$ cat config.mk
export PLATFORM = sky130hd
export DESIGN_NAME = pir_front
export DESIGN_NICKNAME = d
export VERILOG_FILES = /design/src/rtl/pir_pkg.sv /design/src/rtl/pir_front.sv
export SDC_FILE = /design/constraint.sdc
export NUM_CORES = 1
export LEC_CHECK = 0
export BUFFER_PORTS_ARGS = -buffer_cell sky130_fd_sc_hd__buf_2
export CORE_MARGIN = 3
export CORE_UTILIZATION = 58
export CTS_BUF_LIST = sky130_fd_sc_hd__clkbuf_4 sky130_fd_sc_hd__clkbuf_8
export DETAILED_ROUTE_END_ITERATION = 10
export PLACE_DENSITY = 0.87
export SKIP_CTS_REPAIR_TIMING = 1
export SYNTH_ARGS = -nofsm -noshare
export SYNTH_HDL_FRONTEND = slang
export SYNTH_SLANG_ARGS = --single-unit
export TNS_END_PERCENT = 20
$ cat constraint.sdc
create_clock -name clk_i -period 12.17 [get_ports clk_i]
set_input_delay 3.0425 -clock clk_i [delete_from_list [all_inputs] [get_ports clk_i]]
set_output_delay 3.0425 -clock clk_i [all_outputs]
set_load 0.1 [all_outputs]
$ cat src/rtl/pir_pkg.sv
package pir_pkg;

  localparam int unsigned AtomRowsDefault = 4096;
  localparam int unsigned MaxWrapsDefault = 16;
  localparam int unsigned RowW = 12;
  localparam int unsigned CoordW = 32;
  localparam int unsigned DispW = 64;
  localparam int unsigned CfgIdxW = 3;

  typedef enum logic [1:0] {
    OP_WRITE  = 2'd0,
    OP_REPAIR = 2'd1,
    OP_READ   = 2'd2,
    OP_NONE   = 2'd3
  } op_e;

  typedef enum logic [CfgIdxW-1:0] {
    REG_BOX_XX = 3'd0,
    REG_BOX_YX = 3'd1,
    REG_BOX_YY = 3'd2,
    REG_BOX_ZX = 3'd3,
    REG_BOX_ZY = 3'd4,
    REG_BOX_ZZ = 3'd5
  } reg_e;

  typedef struct packed {
    logic signed [CoordW-1:0] xx;
    logic signed [CoordW-1:0] yx;
    logic signed [CoordW-1:0] yy;
    logic signed [CoordW-1:0] zx;
    logic signed [CoordW-1:0] zy;
    logic signed [CoordW-1:0] zz;
  } box_t;

  typedef struct packed {
    logic [1:0]               operation;
    logic [RowW-1:0]          first_row;
    logic [RowW-1:0]          second_row;
    logic signed [CoordW-1:0] in_x;
    logic signed [CoordW-1:0] in_y;
    logic signed [CoordW-1:0] in_z;
  } req_t;

  typedef struct packed {
    logic [RowW-1:0]          row;
    logic signed [CoordW-1:0] out_x;
    logic signed [CoordW-1:0] out_y;
    logic signed [CoordW-1:0] out_z;
    logic                     moved;
    logic                     wrap_overflow;
  } rsp_t;

  typedef struct packed {
    logic [1:0]               operation;
    logic [RowW-1:0]          first_row;
    logic [RowW-1:0]          second_row;
    logic signed [CoordW-1:0] in_x;
    logic signed [CoordW-1:0] in_y;
    logic signed [CoordW-1:0] in_z;
  } cmd_t;

  typedef struct packed {
    logic [CfgIdxW-1:0] index;
    logic [CoordW-1:0]  data;
  } cfg_t;

  function automatic logic signed [CoordW-1:0] sat32(input logic signed [DispW-1:0] v);
    logic signed [DispW-1:0] hi;
    logic signed [DispW-1:0] lo;
    hi = DispW'(signed'(33'sh0_7FFF_FFFF));
    lo = -hi - DispW'(1);
    if (v > hi) begin
      sat32 = CoordW'(hi);
    end else if (v < lo) begin
      sat32 = CoordW'(lo);
    end else begin
      sat32 = CoordW'(v);
    end
  endfunction

endpackage

$ cat src/rtl/pir_front.sv
module pir_front (
  input  logic           clk_i,
  input  logic           rst_ni,
  input  logic           in_valid_i,
  output logic           in_ready_o,
  input  pir_pkg::req_t  in_req_i,
  output logic           q_valid_o,
  input  logic           q_ready_i,
  output pir_pkg::cmd_t  q_cmd_o
);
  import pir_pkg::*;

  // two-entry queue, unused operation dropped here
  cmd_t       buf_q [2];
  logic [1:0] cnt_q, cnt_d;
  logic       wp_q, rp_q;
  logic       push, pop, take;

  assign in_ready_o = (cnt_q != 2'd2);
  assign take = in_valid_i && in_ready_o;
  assign push = take && (in_req_i.operation != OP_NONE);
  assign q_valid_o = (cnt_q != 2'd0);
  assign pop = q_valid_o && q_ready_i;
  assign q_cmd_o = buf_q[rp_q];

  always_comb begin
    cnt_d = cnt_q;
    if (push && !pop) cnt_d = cnt_q + 2'd1;
    if (pop && !push) cnt_d = cnt_q - 2'd1;
  end

  always_ff @(posedge clk_i or negedge rst_ni) begin
    if (!rst_ni) begin
      cnt_q <= 2'd0;
      wp_q <= 1'b0;
      rp_q <= 1'b0;
    end else begin
      cnt_q <= cnt_d;
      if (push) wp_q <= ~wp_q;
      if (pop) rp_q <= ~rp_q;
    end
  end

  always_ff @(posedge clk_i) begin
    if (push) begin
      buf_q[wp_q] <= cmd_t'(in_req_i);
    end
  end

  assert property (@(posedge clk_i) disable iff (!rst_ni) cnt_q != 2'd3)
    else $error("queue count out of range");
  assert property (@(posedge clk_i) disable iff (!rst_ni)
    (cnt_q == 2'd2) |-> !in_ready_o) else $error("full queue accepts");
  assert property (@(posedge clk_i) disable iff (!rst_ni)
    (cnt_q == 2'd0) |-> (wp_q == rp_q)) else $error("empty queue pointers differ");
endmodule

==> impl_metrics.ini <==
[global_routing]
grt_pass1_vias = 5090
grt-ovfl-total = 0
antenna_found_initial = 6
grt_max_degree = 72
grt_usage_pct = 19.4
grt_pass1_wl_um = 26800

[drt]
finalWirelength_um = 17500
dr_wl_met3_um = 1560
route.top_layer_used = met5
wire_per_inst_um = 19.0
m1WireLength_um = 6740
viasPerCell = 5.15
ant_nets = 0
firstDrtPassIters = 4
drtIter0Drc = 269
vias = 4730
drcViolationCount = 0
wl_met2_um = 8740

[clock_network]
cts_max_path_buffers = 3
clock_latency_ns = 0.51
clock-root-buffer = clkbuf_8
cts_buffers = 38
cts_max_level = 2
clkTransAtPathRegs_ns = 0.06
cts_tree = built
cts.sinks = 248

[critical_path]
reg2regPathDepth = 4
cp.required_ns = 9.13
startpoint_type = flip-flop
worstPathArrival_ns = 3.25
crit_path_end_kind = output pin
path_class = reg -> out
path_max_fanout = 63

[timing]
fmax_mhz = 159
tightest_slew_ns = 1.08
fin_crit_sh_pct = 51.7
setup_tns_ns = 0
final.setup_skew_ns = 0.0240
finalSetupViolations = 0
layout_min_cycle_time_ns = 6.29
drv_slew = 0
rsz0062_at_grt = false
setup_slack_ns = 5.88
hold_viol = 0
slew_headroom_pct = 28.1

[synth]
syn-num-nets = 526
syn_area_um2 = 9290
yosys_warnings = 0
syn_avg_cell_area_um2 = 23.3
yosysSeqAreaShare_pct = 79.9
synthCells = 399
synth_top_family_by_area = multiplexers
synthAdderAreaFrac_pct = 0.135
synthMuxAreaShare_pct = 17.6
ys_ff_latch = 248
synth-xor-area-share_pct = 0.471
synthSimpleGateAreaFrac_pct = 0.417
yosysUniqueCellTypes = 17
synth_compound_area_share_pct = 0

[floorplanning]
core_um2 = 15400
dieArea_um2 = 17600
dieWidth_um = 133
start_util_pct = 60.2
row_count = 45
die_h_um = 133
io-pin-count = 250

[place]
gp_congestion = 0.749
post_dp_cell_area_um2 = 10700
dp_hpwl_um = 11800
pre_cts_ws_ns = 6.37
portBuffers = 249

[job]
maxCapViolCount = 0

[final_layout]
drive_gt1_share_pct = 62.4
layout_common_cells = buf_2, edfxtp_1, mux2_4, mux2_2, clkbuf_8
area_delta_synth_final_pct = 23.5
final_core_util_pct = 74.4
stdcell_area_um2 = 11500
finalNetCount = 806
layout_commonest_cell = buf_2

[worst_hold_path]
hold_class = reg -> reg
hold_path_depth = 1

[run_status]
status = finished clean
## synth_stat cells, drive strengths merged
library cell	number	share of area [%]
and2	1	0.067
buf	14	1.4
dfrtp	4	1.1
edfxtp	244	79
ha	1	0.13
inv	1	0.040
mux2	122	18
nand2	1	0.040
nand2b	1	0.067
nand3	1	0.054
nor2	3	0.12
or2	1	0.067
xnor2	3	0.28
xor2	2	0.19
## routing by layer
metal,vias up,global-route usage (%)
met1,2291,23.5
li1,2144,-
met5,-,0
met3,40,6.81
met4,8,7.39
met2,247,32.3
## state kept, by name, indices dropped and copies added, names as in the netlist
signal and cells:
rp_q 1, cnt_q 2, buf_q 244, wp_q 1
## worst paths after layout
check                               from            to  slack [ns]
min in group asynchronous         rst_ni          wp_q        2.32
max in group asynchronous         rst_ni          rp_q        9.71
worst max-delay path                rp_q  q_cmd_o[112]        5.88
worst min register to register  cnt_q[1]      cnt_q[1]        0.52
worst min-delay path            cnt_q[1]      cnt_q[1]        0.52
worst max register to register  cnt_q[0]  buf_q[1][40]       10.00
## cell families after synthesis
group,after synthesis
simple gates,8
flops,248
xor+xnor,5
fa+ha+maj,1
mux,122
buf+inv,15
## area by class of cell
type	instances	area [um2]
Antenna cell	2	5.00
Clock buffer	59	712
Clock inverter	7	27.5
Fill cell	924	3950
Inverter	1	3.75
Multi-Input combinational cell	136	1750
Sequential cell	248	7430
Tap cell	211	264
Timing Repair Buffer	254	1280
## worst max-delay path, stage by stage, from the launching register on
cell,delay [ns]
dfrtp_4,1.00
buf_4,0.94
mux2_2,0.32
buf_2,0.42
## stage by stage
step / cells / hold WS, ns
finish: 918 / 0.524
floorplan: 399 / 0.456
detailed placement: 850 / 0.516
global route: 918 / 0.547
CTS: 916 / 0.527
global placement: 850 / 0.474
Power is not shown: default switching activity piles up to over one toggle a cycle in this logic, so the estimate is an artifact.
